<file path="config.mk">
export PLATFORM = sky130hd
export DESIGN_NAME = dmc_ram
export DESIGN_NICKNAME = d
export VERILOG_FILES = /design/src/hw/rtl/dmc_ram.sv
export SDC_FILE = /design/constraint.sdc
export NUM_CORES = 2
export LEC_CHECK = 0
export ABC_CLOCK_PERIOD_IN_PS = 3600
export BUFFER_PORTS_ARGS = -buffer_cell sky130_fd_sc_hd__buf_4
export CORE_ASPECT_RATIO = 0.75
export CORE_MARGIN = 4
export CORE_UTILIZATION = 45
export DETAILED_ROUTE_END_ITERATION = 8
export GPL_ROUTABILITY_DRIVEN = 0
export PLACE_DENSITY = 0.61
export SYNTH_ARGS = -nofsm -noshare
export SYNTH_HDL_FRONTEND = slang
export SYNTH_SLANG_ARGS = --single-unit
export TNS_END_PERCENT = 1
</file>
<file path="constraint.sdc">
create_clock -name clk -period 3.6 [get_ports clk]
set_input_delay 0.36 -clock clk [delete_from_list [all_inputs] [get_ports clk]]
set_output_delay 0.36 -clock clk [all_outputs]
set_load 0.02 [all_outputs]
</file>
<file path="src/hw/rtl/dmc_ram.sv">
`timescale 1ns / 1ps
// ----------------------------------------------------------------------------
// dmc_ram: simple dual-port synchronous RAM
// One write port and one read port with registered read data.
// ----------------------------------------------------------------------------
module dmc_ram #(
  parameter int DEPTH = 128,
  parameter int WIDTH = 32
) (
  input  logic                     clk,
  input  logic                     we,
  input  logic [$clog2(DEPTH)-1:0] waddr,
  input  logic [WIDTH-1:0]         wdata,
  input  logic                     re,
  input  logic [$clog2(DEPTH)-1:0] raddr,
  output logic [WIDTH-1:0]         rdata
);

  logic [WIDTH-1:0] mem [DEPTH];

  always_ff @(posedge clk) begin
    if (we) begin
      mem[waddr] <= wdata;
    end
  end

  // Read data holds while no read is issued.
  always_ff @(posedge clk) begin
    if (re) begin
      rdata <= mem[raddr];
    end
  end

endmodule

</file>
==> flow_summary.json <==
{
  "status": "complete, no violations",
  "p_int_mw": 78.19,
  "num_vias": 71570,
  "syn2layout_area_growth_pct": 15.66,
  "clock_path_buffers": 4,
  "critPathKind": "reg -> reg",
  "finalHoldViolCount": 0,
  "ant_nets": 0,
  "min_period_ns": 2.837,
  "reg2reg_depth": 4,
  "postCtsResizedCells": 0,
  "gr-total-overflow": 0,
  "required_ns": 4.25,
  "timing.rr.end": "rdata[26]",
  "grt_max_degree": 96,
  "drc": 0,
  "fin_cells": 11560,
  "finClkSkew_ns": 0.03778,
  "power_switching_share_pct": 21.02,
  "finalMaxSlewViolations": 0,
  "pwr-share-seq_pct": 53.8,
  "leakagePower_nw": 55.40,
  "final.setup.tns_ns": 0,
  "hp-start": "wdata[16]",
  "syn_area_sq_mm": 0.1566,
  "pwr_density_cell_mw_per_mm2": 546.6,
  "slowest_delay_ns": 0.71,
  "pwr-share-comb_pct": 5.6,
  "start_util_pct": 45.22,
  "h-tree-depth": 5,
  "wl_met3_mm": 52.53,
  "drtIter0Drc": 10770,
  "critPathArrivalTime_ns": 3.49,
  "clkPwrFrac_pct": 40.6,
  "die-width_microns": 689.2,
  "cts_tree": "built",
  "dr.max_layer_used": "met5",
  "crit_slowest_cell": "mux4_2",
  "setup_viol": 0,
  "die_area_sq_mm": 0.3576,
  "syn-num-nets": 6039,
  "cp_top_family": "multiplexers",
  "crit_path_end_kind": "register",
  "grt_usage_pct": 23.08,
  "synth_area_per_cell_sq_um": 26.14,
  "dp_cells": 10830,
  "cts.clk_slew.worst_paths_ns": 0.06,
  "first_pass_iters": 5,
  "dp_hpwl_mm": 232.0,
  "power.switching_mw": 20.82,
  "rows": 187,
  "io_buffers": 80,
  "min_to": "mem[119][16]",
  "grt_pass1_vias": 71490,
  "multi_input_area_sq_mm": 0.03229,
  "cap_violations": 0,
  "routedWlPerCell_microns": 35.72,
  "worst-r2r-setup-slack_ns": 0.76,
  "reg2reg_from": "mem[55][26]",
  "clk_latency_ns": 0.92,
  "cp_common_cell": "mux4_2",
  "rsz0062_at_grt": "false",
  "cp-start-kind": "register",
  "ys_seq_elements": 4128,
  "wl_mm": 412.8,
  "maxSlewHeadroom_pct": 16.53,
  "yosysWarnings": 0,
  "vias_per_cell": 6.192,
  "drive_above_1_share_pct": 37.28,
  "cts_root_buffer": "clkbuf_16",
  "cp_max_fo": 1,
  "peakVddDrop_uv": 387.2,
  "whs_path_depth": 1,
  "wl_met1_mm": 170.1,
  "clkSinkCount": 4128,
  "dieHeight_microns": 518.9,
  "core_area_sq_mm": 0.3463,
  "period_share_pct": 78.80,
  "worst_pin_slew_ns": 1.252,
  "finalNetCount": 6647,
  "critPathBufInv": 0,
  "clock.fmax_mhz": 352.5,
  "fillers": 26040,
  "ys_seq_area_share_pct": 79.16,
  "grt_pass1_wl_mm": 572.7,
  "finalPower_mw": 99.01,
  "cp_cell_sequence": "mux4_2 -> mux4_2 -> mux4_2 -> mux2_2",
  "seq_area_sq_mm": 0.1240,
  "antenna_found_initial": 66,
  "yosysUniqueCellTypes": 16,
  "route.met2.wl_mm": 179.7,
  "ios": 81,
  "synthCells": 5990,
  "hold_path.class": "in -> reg",
  "cts_made_buffers": 383
}
## kinds of logic after synthesis
group,synth area share (%)
flops,79.16
buf+inv,0.8373
mux,19.56
simple gates,0.4450
## power by group through the flow
stage | sequential (mW) | clock [mW] | combinational (mW)
after floorplan | 54.3 | 0 | 2.56
after global placement | 54.3 | 0 | 5.43
after detailed placement | 54.3 | 0 | 5.51
after CTS | 53.2 | 40.9 | 5.54
after global routing | 53.2 | 42.9 | 5.82
final | 53.2 | 40.2 | 5.53
## Yosys cell counts (all sizes together)
library cell | instances | area share (%)
nand4 | 3 | 0.012
clkbuf | 182 | 0.44
nand2b | 2 | 0.0080
mux2 | 32 | 0.23
mux4 | 1344 | 19
nand2 | 14 | 0.034
nor3 | 9 | 0.029
buf | 134 | 0.40
edfxtp | 4128 | 79
nor2b | 7 | 0.028
nor2 | 122 | 0.29
nand3 | 12 | 0.038
or3 | 1 | 0.0040
## per-stage QoR
step / hold WS [ns] / area (sq um) / setup slack (ns) / util, %
after global routing: 0.05133 / 181000 / 0.7420 / 52.28
after detailed placement: 0.8637 / 168600 / -0.09531 / 48.68
final: 0.04376 / 181100 / 0.7630 / 52.30
after floorplan: 0.4589 / 156600 / 0.001338 / -
after global placement: 0.8626 / 168600 / -0.09908 / 48.68
after CTS: 0.001413 / 181000 / 0.7760 / 52.28
## timing repair
| item | 4_1_cts | 5_1_grt |
|---|---|---|
| setup buffers | 0 | 0 |
| hold endpoints to repair | 390 | 0 |
| hold buffers | 17 | 0 |
## how the worst max path moves through the flow
stage / startpoint / cells past startpoint / slack, ns / endpoint
floorplan: we / 3 / 0.001 / mem[98][0]
finish: mem[55][26] / 4 / 0.76 / rdata[26]
global placement: raddr[0] / 8 / -0.1 / rdata[25]
global route: mem[54][26] / 4 / 0.74 / rdata[26]
detailed placement: raddr[0] / 8 / -0.1 / rdata[25]
CTS: mem[55][26] / 4 / 0.78 / rdata[26]
## final cells by class
type	instances	share of cell area, %
Sequential cell	4128	68.44
Multi-Input combinational cell	1546	17.83
Clock buffer	457	5.539
Timing Repair Buffer	539	3.706
Tap cell	4630	3.199
Clock inverter	221	1.233
Antenna cell	37	0.05112
## worst reg2reg max path, cell delays in order (launching register included)
cell and delay (ns):
edfxtp_1 0.35, mux4_2 0.49, mux4_2 0.71, mux4_2 0.73, mux2_2 0.32
## cells in the final DEF (no fill, tap or decap), types with 17 or more instances in the layout
master	Yosys	routed
edfxtp_1	4128	4128
mux4_2	1344	1344
clkbuf_16	0	391
buf_4	3	311
buf_12	0	206
nor2_4	0	119
clkinv_1	0	76
clkinv_2	0	72
clkbuf_1	182	66
bufinv_16	0	42
diode_2	0	37
mux2_2	32	32
dlygate4sd3_1	0	17
## state kept, by name, summed over array words and instances, names as in the netlist
register  flops
rdata        32
mem        4096
## per-layer routing
| metal | vias up | track usage (%) |
|---|---|---|
| li1 | 27710 | - |
| met1 | 39380 | 35.25 |
| met3 | 585 | 7.186 |
| met2 | 3874 | 32.47 |
| met5 | - | 0.4968 |
| met4 | 32 | 5.675 |
Power figures use the tool's default switching activity.
